## src/design/tegc_pkg.sv

```systemverilog
`default_nettype none

package tegc_pkg;

	localparam int unsigned COORD_BITS_DEF = 12;

	// event codes
	localparam logic [2:0] EV_NONE = 3'd0;
	localparam logic [2:0] EV_DOWN = 3'd1;
	localparam logic [2:0] EV_MOVE = 3'd2;
	localparam logic [2:0] EV_HOLD = 3'd3;
	localparam logic [2:0] EV_UP   = 3'd4;

	// gesture codes
	localparam logic [2:0] GS_NONE  = 3'd0;
	localparam logic [2:0] GS_TAP   = 3'd1;
	localparam logic [2:0] GS_LEFT  = 3'd2;
	localparam logic [2:0] GS_RIGHT = 3'd3;
	localparam logic [2:0] GS_UP    = 3'd4;
	localparam logic [2:0] GS_DOWN  = 3'd5;

	// register indexes
	localparam logic CFG_ENABLED = 1'b0;
	localparam logic CFG_THRESH  = 1'b1;

	localparam logic [3:0] THR_MIN = 4'd1;
	localparam logic [3:0] THR_MAX = 4'd10;
	localparam logic [3:0] THR_RST = 4'd5;

	localparam logic [31:0] HOLD_MS  = 32'd500;
	localparam logic [31:0] TAP_MS   = 32'd200;
	localparam int unsigned TAP_PX   = 20;
	localparam int unsigned SWIPE_PX = 50;

	typedef struct packed {
		logic [2:0] event_kind;
		logic [2:0] gesture_kind;
		logic       touch_active;
	} evt_ctl_t;

endpackage

`default_nettype wire

```

## src/design/tegc_core.sv

```systemverilog
`default_nettype none

module tegc_core #(
	parameter int unsigned COORD_BITS = tegc_pkg::COORD_BITS_DEF
) (
	input  wire logic                         clk,
	input  wire logic                         arst_n,
	input  wire logic                         en,
	input  wire logic [3:0]                   thr,
	input  wire logic                         fire,
	input  wire logic                         pressed,
	input  wire logic [COORD_BITS-1:0]        sample_x,
	input  wire logic [COORD_BITS-1:0]        sample_y,
	input  wire logic [31:0]                  now_ms,
	output tegc_pkg::evt_ctl_t                ctl,
	output logic      [COORD_BITS-1:0]        event_x,
	output logic      [COORD_BITS-1:0]        event_y,
	output logic      [31:0]                  held_ms,
	output logic signed [COORD_BITS:0]        gesture_dx,
	output logic signed [COORD_BITS:0]        gesture_dy
);

	localparam int unsigned C = COORD_BITS;
	localparam logic [C:0] TAP_W   = (C+1)'(tegc_pkg::TAP_PX);
	localparam logic [C:0] SWIPE_W = (C+1)'(tegc_pkg::SWIPE_PX);

	logic          pressed_q;
	logic [31:0]   start_time_q;
	logic [C-1:0]  start_x_q, start_y_q, last_x_q, last_y_q;

	logic          pressed_nxt;
	logic [31:0]   start_time_nxt;
	logic [C-1:0]  start_x_nxt, start_y_nxt, last_x_nxt, last_y_nxt;

	logic signed [C:0] mdx, mdy, gdx, gdy;
	logic [C:0]        amdx, amdy, agdx, agdy, thr_w;
	logic [31:0]       dur;
	logic              is_move, is_tap, is_swipe;
	logic [2:0]        gk;

	assign dur   = now_ms - start_time_q;
	assign mdx   = $signed({1'b0, sample_x}) - $signed({1'b0, last_x_q});
	assign mdy   = $signed({1'b0, sample_y}) - $signed({1'b0, last_y_q});
	assign gdx   = $signed({1'b0, last_x_q}) - $signed({1'b0, start_x_q});
	assign gdy   = $signed({1'b0, last_y_q}) - $signed({1'b0, start_y_q});
	assign amdx  = mdx[C] ? $unsigned(-mdx) : $unsigned(mdx);
	assign amdy  = mdy[C] ? $unsigned(-mdy) : $unsigned(mdy);
	assign agdx  = gdx[C] ? $unsigned(-gdx) : $unsigned(gdx);
	assign agdy  = gdy[C] ? $unsigned(-gdy) : $unsigned(gdy);
	assign thr_w = (C+1)'(thr);

	assign is_move  = (amdx > thr_w) || (amdy > thr_w);
	assign is_tap   = (dur < tegc_pkg::TAP_MS) && (agdx < TAP_W) && (agdy < TAP_W);
	assign is_swipe = (dur < tegc_pkg::HOLD_MS) && ((agdx > SWIPE_W) || (agdy > SWIPE_W));

	always_comb begin
		priority if (is_tap) begin
			gk = tegc_pkg::GS_TAP;
		end else if (is_swipe && (agdx > agdy)) begin
			gk = (!gdx[C] && gdx != '0) ? tegc_pkg::GS_RIGHT : tegc_pkg::GS_LEFT;
		end else if (is_swipe) begin
			gk = (!gdy[C] && gdy != '0) ? tegc_pkg::GS_DOWN : tegc_pkg::GS_UP;
		end else begin
			gk = tegc_pkg::GS_NONE;
		end
	end

	always_comb begin
		pressed_nxt          = pressed_q;
		start_time_nxt       = start_time_q;
		start_x_nxt          = start_x_q;
		start_y_nxt          = start_y_q;
		last_x_nxt           = last_x_q;
		last_y_nxt           = last_y_q;
		ctl.event_kind       = tegc_pkg::EV_NONE;
		ctl.gesture_kind     = tegc_pkg::GS_NONE;
		event_x              = '0;
		event_y              = '0;
		held_ms              = '0;
		gesture_dx           = '0;
		gesture_dy           = '0;
		if (en) begin
			if (pressed) begin
				if (!pressed_q) begin
					pressed_nxt    = 1'b1;
					start_time_nxt = now_ms;
					start_x_nxt    = sample_x;
					start_y_nxt    = sample_y;
					last_x_nxt     = sample_x;
					last_y_nxt     = sample_y;
					ctl.event_kind = tegc_pkg::EV_DOWN;
					event_x        = sample_x;
					event_y        = sample_y;
				end else if (is_move) begin
					ctl.event_kind = tegc_pkg::EV_MOVE;
					event_x        = sample_x;
					event_y        = sample_y;
					held_ms        = dur;
					last_x_nxt     = sample_x;
					last_y_nxt     = sample_y;
				end else if (dur > tegc_pkg::HOLD_MS) begin
					ctl.event_kind = tegc_pkg::EV_HOLD;
					event_x        = sample_x;
					event_y        = sample_y;
					held_ms        = dur;
				end
			end else if (pressed_q) begin
				pressed_nxt      = 1'b0;
				ctl.event_kind   = tegc_pkg::EV_UP;
				event_x          = last_x_q;
				event_y          = last_y_q;
				held_ms          = dur;
				ctl.gesture_kind = gk;
				if (gk != tegc_pkg::GS_NONE) begin
					gesture_dx = gdx;
					gesture_dy = gdy;
				end
			end
		end
		ctl.touch_active = pressed_nxt;
	end

	always_ff @(posedge clk or negedge arst_n) begin
		if (!arst_n) begin
			pressed_q    <= 1'b0;
			start_time_q <= '0;
			start_x_q    <= '0;
			start_y_q    <= '0;
			last_x_q     <= '0;
			last_y_q     <= '0;
		end else if (fire) begin
			pressed_q    <= pressed_nxt;
			start_time_q <= start_time_nxt;
			start_x_q    <= start_x_nxt;
			start_y_q    <= start_y_nxt;
			last_x_q     <= last_x_nxt;
			last_y_q     <= last_y_nxt;
		end
	end

endmodule

`default_nettype wire

```

## src/design/touch_event_gesture_classifier.sv

```systemverilog
// channel | dir | fields (lsb first)
// s_*     | in  | tdata: pressed, sample_x, sample_y, now_ms
// m_*     | out | tdata: event_kind, event_x, event_y, held_ms, gesture_kind,
//         |     |        gesture_dx, gesture_dy, touch_active
// cfg_*   | in  | index 0 enabled, index 1 move_threshold (clamped 1..10)
//
// One request per cycle while m_tready is high; each request passes an input register and a result register.
// Touch state updates when a request moves from the input to the result register.
// m_tready low stalls the result register and then the input register.
// arst_n clears touch state and valid flags and sets the config registers to their reset values.
`default_nettype none

module touch_event_gesture_classifier #(
	parameter int unsigned COORD_BITS = tegc_pkg::COORD_BITS_DEF
) (
	input  wire logic                         clk,
	input  wire logic                         arst_n,
	input  wire logic                         s_tvalid,
	output logic                              s_tready,
	// pressed, sample_x, sample_y, now_ms
	input  wire logic [((33+2*COORD_BITS+7)/8)*8-1:0] s_tdata,
	output logic                              m_tvalid,
	input  wire logic                         m_tready,
	// event_kind, event_x, event_y, held_ms, gesture_kind, gesture_dx, gesture_dy, touch_active
	output logic [((41+4*COORD_BITS+7)/8)*8-1:0] m_tdata,
	input  wire logic                         cfg_we,
	input  wire logic                         cfg_index,
	input  wire logic [3:0]                   cfg_wdata
);

	localparam int unsigned C      = COORD_BITS;
	localparam int unsigned OUT_TW = ((41+4*COORD_BITS+7)/8)*8;

	logic        en_q;
	logic [3:0]  thr_q;

	logic        valid_s1;
	logic        pressed_s1;
	logic [C-1:0] x_s1, y_s1;
	logic [31:0] now_s1;

	logic        adv, fire;

	tegc_pkg::evt_ctl_t ctl, ctl_s2;
	logic [C-1:0]       ex, ey, ex_s2, ey_s2;
	logic [31:0]        held, held_s2;
	logic signed [C:0]  gdx, gdy, gdx_s2, gdy_s2;
	logic               m_tvalid_q;

	assign adv      = !m_tvalid_q || m_tready;
	assign fire     = adv && valid_s1;
	assign s_tready = !valid_s1 || adv;
	assign m_tvalid = m_tvalid_q;

	always_ff @(posedge clk or negedge arst_n) begin
		if (!arst_n) begin
			en_q  <= 1'b0;
			thr_q <= tegc_pkg::THR_RST;
		end else if (cfg_we) begin
			unique case (cfg_index)
				tegc_pkg::CFG_ENABLED: en_q <= cfg_wdata[0];
				tegc_pkg::CFG_THRESH: begin
					priority if (cfg_wdata < tegc_pkg::THR_MIN) begin
						thr_q <= tegc_pkg::THR_MIN;
					end else if (cfg_wdata > tegc_pkg::THR_MAX) begin
						thr_q <= tegc_pkg::THR_MAX;
					end else begin
						thr_q <= cfg_wdata;
					end
				end
				default: en_q <= en_q;
			endcase
		end
	end

	always_ff @(posedge clk or negedge arst_n) begin
		if (!arst_n) begin
			valid_s1 <= 1'b0;
		end else if (s_tready) begin
			valid_s1 <= s_tvalid;
		end
	end

	always_ff @(posedge clk) begin
		if (s_tready && s_tvalid) begin
			pressed_s1 <= s_tdata[0];
			x_s1       <= s_tdata[C:1];
			y_s1       <= s_tdata[2*C:C+1];
			now_s1     <= s_tdata[2*C+32:2*C+1];
		end
	end

	tegc_core #(
		.COORD_BITS(COORD_BITS)
	) u_core (
		.clk       (clk),
		.arst_n    (arst_n),
		.en        (en_q),
		.thr       (thr_q),
		.fire      (fire),
		.pressed   (pressed_s1),
		.sample_x  (x_s1),
		.sample_y  (y_s1),
		.now_ms    (now_s1),
		.ctl       (ctl),
		.event_x   (ex),
		.event_y   (ey),
		.held_ms   (held),
		.gesture_dx(gdx),
		.gesture_dy(gdy)
	);

	always_ff @(posedge clk or negedge arst_n) begin
		if (!arst_n) begin
			m_tvalid_q <= 1'b0;
		end else if (adv) begin
			m_tvalid_q <= valid_s1;
		end
	end

	always_ff @(posedge clk) begin
		if (fire) begin
			ctl_s2  <= ctl;
			ex_s2   <= ex;
			ey_s2   <= ey;
			held_s2 <= held;
			gdx_s2  <= gdx;
			gdy_s2  <= gdy;
		end
	end

	assign m_tdata = OUT_TW'({ctl_s2.touch_active, gdy_s2, gdx_s2, ctl_s2.gesture_kind,
		held_s2, ey_s2, ex_s2, ctl_s2.event_kind});

`ifndef SYNTH
	a_gesture_only_on_up: assert property (@(posedge clk) disable iff (!arst_n)
		m_tvalid_q && ctl_s2.gesture_kind != tegc_pkg::GS_NONE |->
		ctl_s2.event_kind == tegc_pkg::EV_UP)
		else $error("gesture reported without up event");

	a_down_active: assert property (@(posedge clk) disable iff (!arst_n)
		m_tvalid_q && ctl_s2.event_kind == tegc_pkg::EV_DOWN |->
		ctl_s2.touch_active && held_s2 == '0)
		else $error("down event with bad state or duration");

	a_up_released: assert property (@(posedge clk) disable iff (!arst_n)
		m_tvalid_q && ctl_s2.event_kind == tegc_pkg::EV_UP |-> !ctl_s2.touch_active)
		else $error("up event leaves touch active");

	a_thr_range: assert property (@(posedge clk) disable iff (!arst_n)
		thr_q >= tegc_pkg::THR_MIN && thr_q <= tegc_pkg::THR_MAX)
		else $error("move threshold out of range");
`endif

endmodule

`default_nettype wire
```

## config.mk

```make
export PLATFORM = sky130hd
export DESIGN_NAME = touch_event_gesture_classifier
export DESIGN_NICKNAME = d
export VERILOG_FILES = /design/src/design/tegc_pkg.sv /design/src/design/tegc_core.sv /design/src/design/touch_event_gesture_classifier.sv
export SDC_FILE = /design/constraint.sdc
export NUM_CORES = 1
export LEC_CHECK = 0
export BUFFER_PORTS_ARGS = -buffer_cell sky130_fd_sc_hd__clkbuf_2
export CAP_MARGIN = 10
export CORE_AREA = 2 2 183 185
export CTS_BUF_LIST = sky130_fd_sc_hd__clkbuf_8
export CTS_CLUSTER_DIAMETER = 80
export DETAILED_ROUTE_END_ITERATION = 6
export DIE_AREA = 0 0 185 187
export SLEW_MARGIN = 20
export SYNTH_ARGS = -nofsm -noshare
export SYNTH_HDL_FRONTEND = slang
export SYNTH_HIERARCHICAL = 1
export SYNTH_SLANG_ARGS = --single-unit
```

## constraint.sdc

```tcl
create_clock -name clk -period 7 [get_ports clk]
set_input_delay 1.05 -clock clk [delete_from_list [all_inputs] [get_ports clk]]
set_output_delay 1.05 -clock clk [all_outputs]
set_load 0.02 [all_outputs]
```

-- Yosys cells after proc, flatten, opt, wreduce, memory -nomap -nowiden
Cells that the tools add are included.
- register bits after elaboration: 234
- logic and storage cells: 110
- add/sub/neg operators: 9
- order comparisons: 12
- equal/unequal tests: 1
- multiplexer cells: 37
- bitwise logic cells: 4
- reduce and logical (&&, ||, !) cells: 25
- operators by type and width (operator ; number):
    12-bit two-way mux ; 14
    32-bit two-way mux ; 5
    13-bit two-way mux ; 4
    13-bit negator ; 4
    12-bit by 12-bit subtractor with 13-bit output ; 4
    32-bit by 9-bit > comparator with 1-bit output, second input constant ; 1
    32-bit by 8-bit less-than comparator with 1-bit output, second input constant ; 1
    32-bit by 9-bit less-than comparator with 1-bit output, second input constant ; 1
    32-bit subtractor ; 1
    13-bit by 4-bit > comparator with 1-bit output ; 2
    13-bit by 6-bit > comparator with 1-bit output, second input constant ; 2
    13-bit by 5-bit less-than comparator with 1-bit output, second input constant ; 2
    13-bit nonzero test ; 2
    3-bit two-way mux ; 6
    13-bit > comparator ; 1
    1-bit logical AND ; 8
    4-bit two-way mux ; 2
    4-bit AND reduction ; 2
    6-bit two-way mux ; 1
    4-bit > comparator, second input constant ; 1
    1-bit zero test ; 4
    1-bit logical OR ; 4
    4-bit by 1-bit less-than comparator with 1-bit output, second input constant ; 1
    1-bit two-way mux ; 4
    other kinds (7) ; 11

-- Logic depth before layout (Yosys ltp)
- depth after elaboration: 12
- mapped depth: 26
- gate-level depth less buffers: 24

-- By module
Netlist, hierarchy kept.
- modules (own cells, without submodules) (module ; instances ; cells an instance ; area an instance (µm²) ; sequential area each (µm²)):
    tegc_core ; 1 ; 1313 ; 10027.1 ; 2026.9
    touch_event_gesture_classifier ; 1 ; 182 ; 4752.1 ; 4561.9

-- Least setup slack after synthesis
Ideal clock, no wire load.
- path type: reg-to-reg
- start point: reg u_core.last_x_q[0]
- end point: reg ctl_s2, in the netlist m_tdata[59] (data pin)
- setup time: 255 ps
- arrival: 4953 ps
- data required time: 6745 ps
- slack: 1792 ps
- stages on the path, launching flop included: 27
- clock period less this slack: 5208 ps
- cells stage by stage: dfrtp_1 inv_1 ha_1 fa_1 nor2b_1 o31a_1 o21ai_1 o21ai_1 a21o_1 clkbuf_1 clkbuf_1 nor2_1 a21oi_1 ha_1 nor2b_1 o21a_1 o21a_1 o21a_1 o21a_1 o21a_1 o21a_1 o21a_1 o2111a_1 o32ai_1 mux2i_1 a21oi_1 nor2b_1
- cells in the longest elaborated chain, start to end: 9
- ends and longest elaborated chain (what ; RTL line ; RTL):
    from (decl) ; tegc_core.sv:29 ; logic [C-1:0] start_x_q, start_y_q, last_x_q, last_y_q;
    from (signal assigned) ; tegc_core.sv:136 ; last_x_q <= last_x_nxt;
    12-bit by 12-bit subtractor with 13-bit output (*) ; tegc_core.sv:44 ; assign gdx = $signed({1'b0, last_x_q}) - $signed({1'b0, start_x_q});
    13-bit negator ; tegc_core.sv:48 ; assign agdx = gdx[C] ? $unsigned(-gdx) : $unsigned(gdx);
    13-bit two-way mux ; tegc_core.sv:48 ;
    13-bit by 6-bit > comparator with 1-bit output ; tegc_core.sv:54 ; assign is_swipe = (dur < tegc_pkg::HOLD_MS) && ((agdx > SWIPE_W) || (agdy > SWIPE_W));
    1-bit logical OR ; tegc_core.sv:54 ;
    1-bit logical AND ; tegc_core.sv:54 ;
    3-bit two-way mux or 1-bit logical AND (tied branches) ; tegc_core.sv:61, tegc_core.sv:59 ;
    3-bit two-way mux ; tegc_core.sv:59 ; end else if (is_swipe && (agdx > agdy)) begin
    3-bit two-way mux (*) ; tegc_core.sv:57 ; priority if (is_tap) begin
    to (signal assigned) ; touch_event_gesture_classifier.sv:123 ; ctl_s2 <= ctl;
    to (decl) ; touch_event_gesture_classifier.sv:44 ; tegc_pkg::evt_ctl_t ctl, ctl_s2;
Every way passes the cells marked *; elsewhere a longest branch is shown, timed or not.
A chain may end at the register's enable or synchronous reset.

-- Worst setup path in the final report
Ends and elaborated chain as after synthesis.

==> results by group <==
Critical path
  • WP data required: 7.30 ns
  • Critical path start-end classification: register to register
  • Critical path arrival: ~5.9 ns
  • Cell family contributing the most delay on the critical path: compound AO/OA/AOI/OAI gates
  • Slowest Stage Delay on Critical Path: roughly 0.56 ns
  • Buffers plus inverters on the worst setup path: 1
  • Max FO, Critical Path: 21
  • Cells along the critical path: inv_1 -> ha_1 -> fa_1 -> nor2b_1 -> o31a_1 -> o21ai_1 -> o21ai_1 -> a21o_1 -> nor2_1 -> a21oi_1 -> ha_1 -> nor2b_1 -> o21a_1 -> o21a_1 -> o21a_1 -> o21a_1 -> o21a_1 -> o21a_1 -> o21a_1 -> o2111a_1 -> o32ai_1 -> mux2i_1 -> a21oi_1 -> nor2b_1
  • Crit path launch type: register
  • Critical path's slowest cell: sky130_fd_sc_hd__a21o_1
  • Sort of element at the end of the critical path: register
  • Dominant cell type by count on the critical path: sky130_fd_sc_hd__o21a_1

Run
  • Max-cap viol count: 0

Clock network
  • CTS Sinks: 234
  • Root buffer cell: sky130_fd_sc_hd__clkbuf_8
  • Hold-fix buffers at CTS: 0
  • Clock H-tree levels: 2
  • TritonCTS clock tree: yes
  • Total clock buffers created by CTS: 40
  • Insertion delay of the later-clocked pin in the worst-skew pair: 0.55 ns
  • Postcts setup bufs: 0
  • CTS clk-pin slew, worst paths: about 0.070 ns
  • Largest buffer count on any clock path: 3
  • Total of cells resized after clock tree synthesis: 0

Synth
  • Area fraction in and, or, nand and nor cells after synthesis: ~15%
  • Library cell with the highest instance count after synthesis: sky130_fd_sc_hd__edfxtp_1
  • Number of enable flip-flop cells after synthesis: between 100 and 150
  • Per-instance average area after synthesis: 9.886 sq um
  • Dominant combinational cell family by area after synthesis: compound AO/OA/AOI/OAI gates
  • Main synth FF type: sky130_fd_sc_hd__edfxtp_1
  • Cell type with the highest aggregate area in the netlist: sky130_fd_sc_hd__edfxtp_1
  • Syn Std Cell Area: roughly 15000 sq um
  • Fraction of the yosys area taken by sequential cells: roughly 45%
  • XOR/XNOR Fraction of Synth Area: roughly 5.5%
  • Arithmetic-cell share of the synthesized area counting full adders, half adders and majority gates: under 10%
  • Multiplexer area fraction after synthesis: 3.031%
  • Top post-synthesis cells by count: sky130_fd_sc_hd__edfxtp_1, sky130_fd_sc_hd__nand2_1, sky130_fd_sc_hd__inv_1, sky130_fd_sc_hd__nor2_1, sky130_fd_sc_hd__o21ai_0
  • Post-synth ARST share: 37.61%
  • Number of flip-flops and latches in the synthesized netlist: ~230
  • Synth Area in Compound Gates: 18.03%
  • Cell types with the largest area share after synthesis: sky130_fd_sc_hd__edfxtp_1, sky130_fd_sc_hd__dfrtp_1, sky130_fd_sc_hd__ha_1
  • Gate count after technology mapping: about 1500
  • Warning count from the yosys run: 6
  • Area share of the leading cell type in the synthesized netlist: ~30%
  • Library cells used by synthesis: 92

Pwr
  • Post-layout total power: roughly 9.4 mW
  • Leakage: around 7.2 nW
  • Max VDD drop: 0.0002857 V
  • Power density over cell area: 558.8 nW/um^2

Floorplan
  • Die outline height: ~190 um
  • Chip Width: ~190 um
  • Site Rows: 67
  • Number of I/O pins: ~170
  • Starting density of the core: 44.97%
  • Core Region: 32860 sq um
  • Area of the die: 34600 sq um

Timing
  • Time the worst path needs with I/O delays and setup: about 5.6 ns
  • Upper clock frequency limit: roughly 180 MHz
  • Aggregate negative setup slack: 0 ns
  • Tightest Pin Transition: 1.004 ns
  • Max-slew violation total from the final report: 0
  • Fraction of the cycle the final worst path needs: 79.74%
  • Post-Route Skew: approximately 0.022 ns
  • Count of endpoints failing hold in the final timing report: 0
  • Setup Viol. Count Final: 0
  • RSZ-0062 raised after global routing: no
  • Remaining max-slew budget at the tightest pin: 33.03%

Global route
  • Maximum number of pins on one net before global-route repair: between 100 and 150
  • Congestion Overflow GR: 0
  • Tot GR Track Use: 20.95%
  • Via count of the first global-routing pass: around 11000
  • Initial antenna violation count: 2
  • First-pass GRT wire length: just under 60000 um

Drt
  • Remaining number of nets flagged by the antenna check after routing: 0
  • Mean number of vias per cell: approximately 5.4
  • Final routed wire length divided by cell count: around 17 um
  • Initial drt markers: ~750
  • Total DRC errors in the routed layout: 0
  • Count of vias placed by the detailed router: between 10000 and 15000
  • Number of detailed-route iterations in the first pass: 5
  • DRT Wirelength: 35650 um

Min path
  • Type of the worst min-delay path: register to register

Finish
  • Layout overhead on the synthesized area: 13.53%
  • Share of final-layout standard cells stronger than drive strength 1: between 15 and 20%
  • Post-layout net count: ~1800

Placement
  • GP Congestion: about 0.87
  • HPWL Detailed: roughly 26000 um
  • Port buffer count: between 150 and 200

Outcome
  • Run status: finished, final reports clean
-- stage by stage --
stage               worst slack [ns]  utilization (%)  instance area (sq um)  hold WS, ns  cells
finish                         1.418            51.06                  16780       0.4840   2136
global route                  0.9861            51.05                  16780       0.5132   2135
CTS                            1.437            51.05                  16780       0.4883   2135
detailed placement             1.451            48.66                  15990       0.4739   2064
global placement               1.478            48.66                  15990       0.4658   2064
floorplan                      1.792                -                  14800       0.4490   1501
-- power by group --
group / internal, mW / leakage (nW) / switching, mW
clock network: 0.672 / 0.462 / 0.544
logic: 2.45 / 4.27 / 3.75
registers: 1.80 / 2.49 / 0.166
-- path summary, 6_finish.rpt --
kind,startpoint,end,slack [ns],cells past startpoint
max in group asynchronous,arst_n,u_core/last_x_q[5],5.42,2
worst min-delay path,thr_q[2],thr_q[2],0.48,2
min in group asynchronous,arst_n,u_core/start_time_q[24],0.51,1
worst max-delay path,u_core/last_x_q[0],m_tdata[59],1.42,24
worst max register to register,u_core/last_x_q[0],m_tdata[59],1.42,24
worst min register to register,thr_q[2],thr_q[2],0.48,2
-- worst min-delay path, stage by stage (launching register included) --
cell and delay (ns):
sky130_fd_sc_hd__dfstp_2 0.37, sky130_fd_sc_hd__nand2_1 0.04, sky130_fd_sc_hd__o21ai_0 0.07
-- cell families (layout without fill, tap and decap cells) --
group | count (synthesis) | in the layout
other | 1 | 8
buffers and inverters | 169 | 355
multiplexers | 40 | 40
XOR/XNOR | 93 | 93
AO/OA/AOI/OAI | 410 | 410
flip-flops | 234 | 234
AND/OR/NAND/NOR | 441 | 441
adder cells (fa/ha/maj) | 107 | 107
-- layout make-up --
type                            count  area, sq um
Fill cell                        3114        16080
Multi-Input combinational cell   1098         7545
Sequential cell                   234         6589
Timing Repair Buffer              165        848.3
Clock buffer                       46        633.1
Tap cell                          448        560.5
Inverter                          119        446.7
Clock inverter                     25        153.9
Antenna cell                        1        2.502
-- per-layer routing --
| layer | GRT usage (%) | vias up | wire, um |
|---|---|---|---|
| li1 | - | 5746 | - |
| met1 | 27.18 | 5394 | 15970 |
| met2 | 35.94 | 268 | 17140 |
| met3 | 3.524 | 58 | 1693 |
| met4 | 5.922 | 0 | 840 |
| met5 | 0 | - | 0 |
-- state kept, by name (all words and copies together), names as in the netlist, 4 cells and up --
signal	count
u_core/last_y_q	12
u_core/start_x_q	12
y_s1	12
gdx_s2	13
ex_s2	12
u_core/last_x_q	12
thr_q	4
held_s2	32
u_core/start_y_q	12
m_tdata	7
now_s1	32
gdy_s2	13
x_s1	12
ey_s2	12
u_core/start_time_q	32
-- layout by cell type, fill, tap and decap left out, types with 31 or more instances in the layout --
cell type / count
sky130_fd_sc_hd__nor2_1: 104
sky130_fd_sc_hd__dfrtp_1: 86
sky130_fd_sc_hd__ha_1: 102
sky130_fd_sc_hd__nand2_1: 128
sky130_fd_sc_hd__nor3_1: 31
sky130_fd_sc_hd__o21ai_0: 106
sky130_fd_sc_hd__xnor2_1: 60
sky130_fd_sc_hd__clkbuf_8: 46
sky130_fd_sc_hd__edfxtp_1: 146
sky130_fd_sc_hd__clkbuf_2: 156
sky130_fd_sc_hd__xor2_1: 33
sky130_fd_sc_hd__inv_1: 132
sky130_fd_sc_hd__a21oi_1: 91
Power figures use the tool's default switching activity.
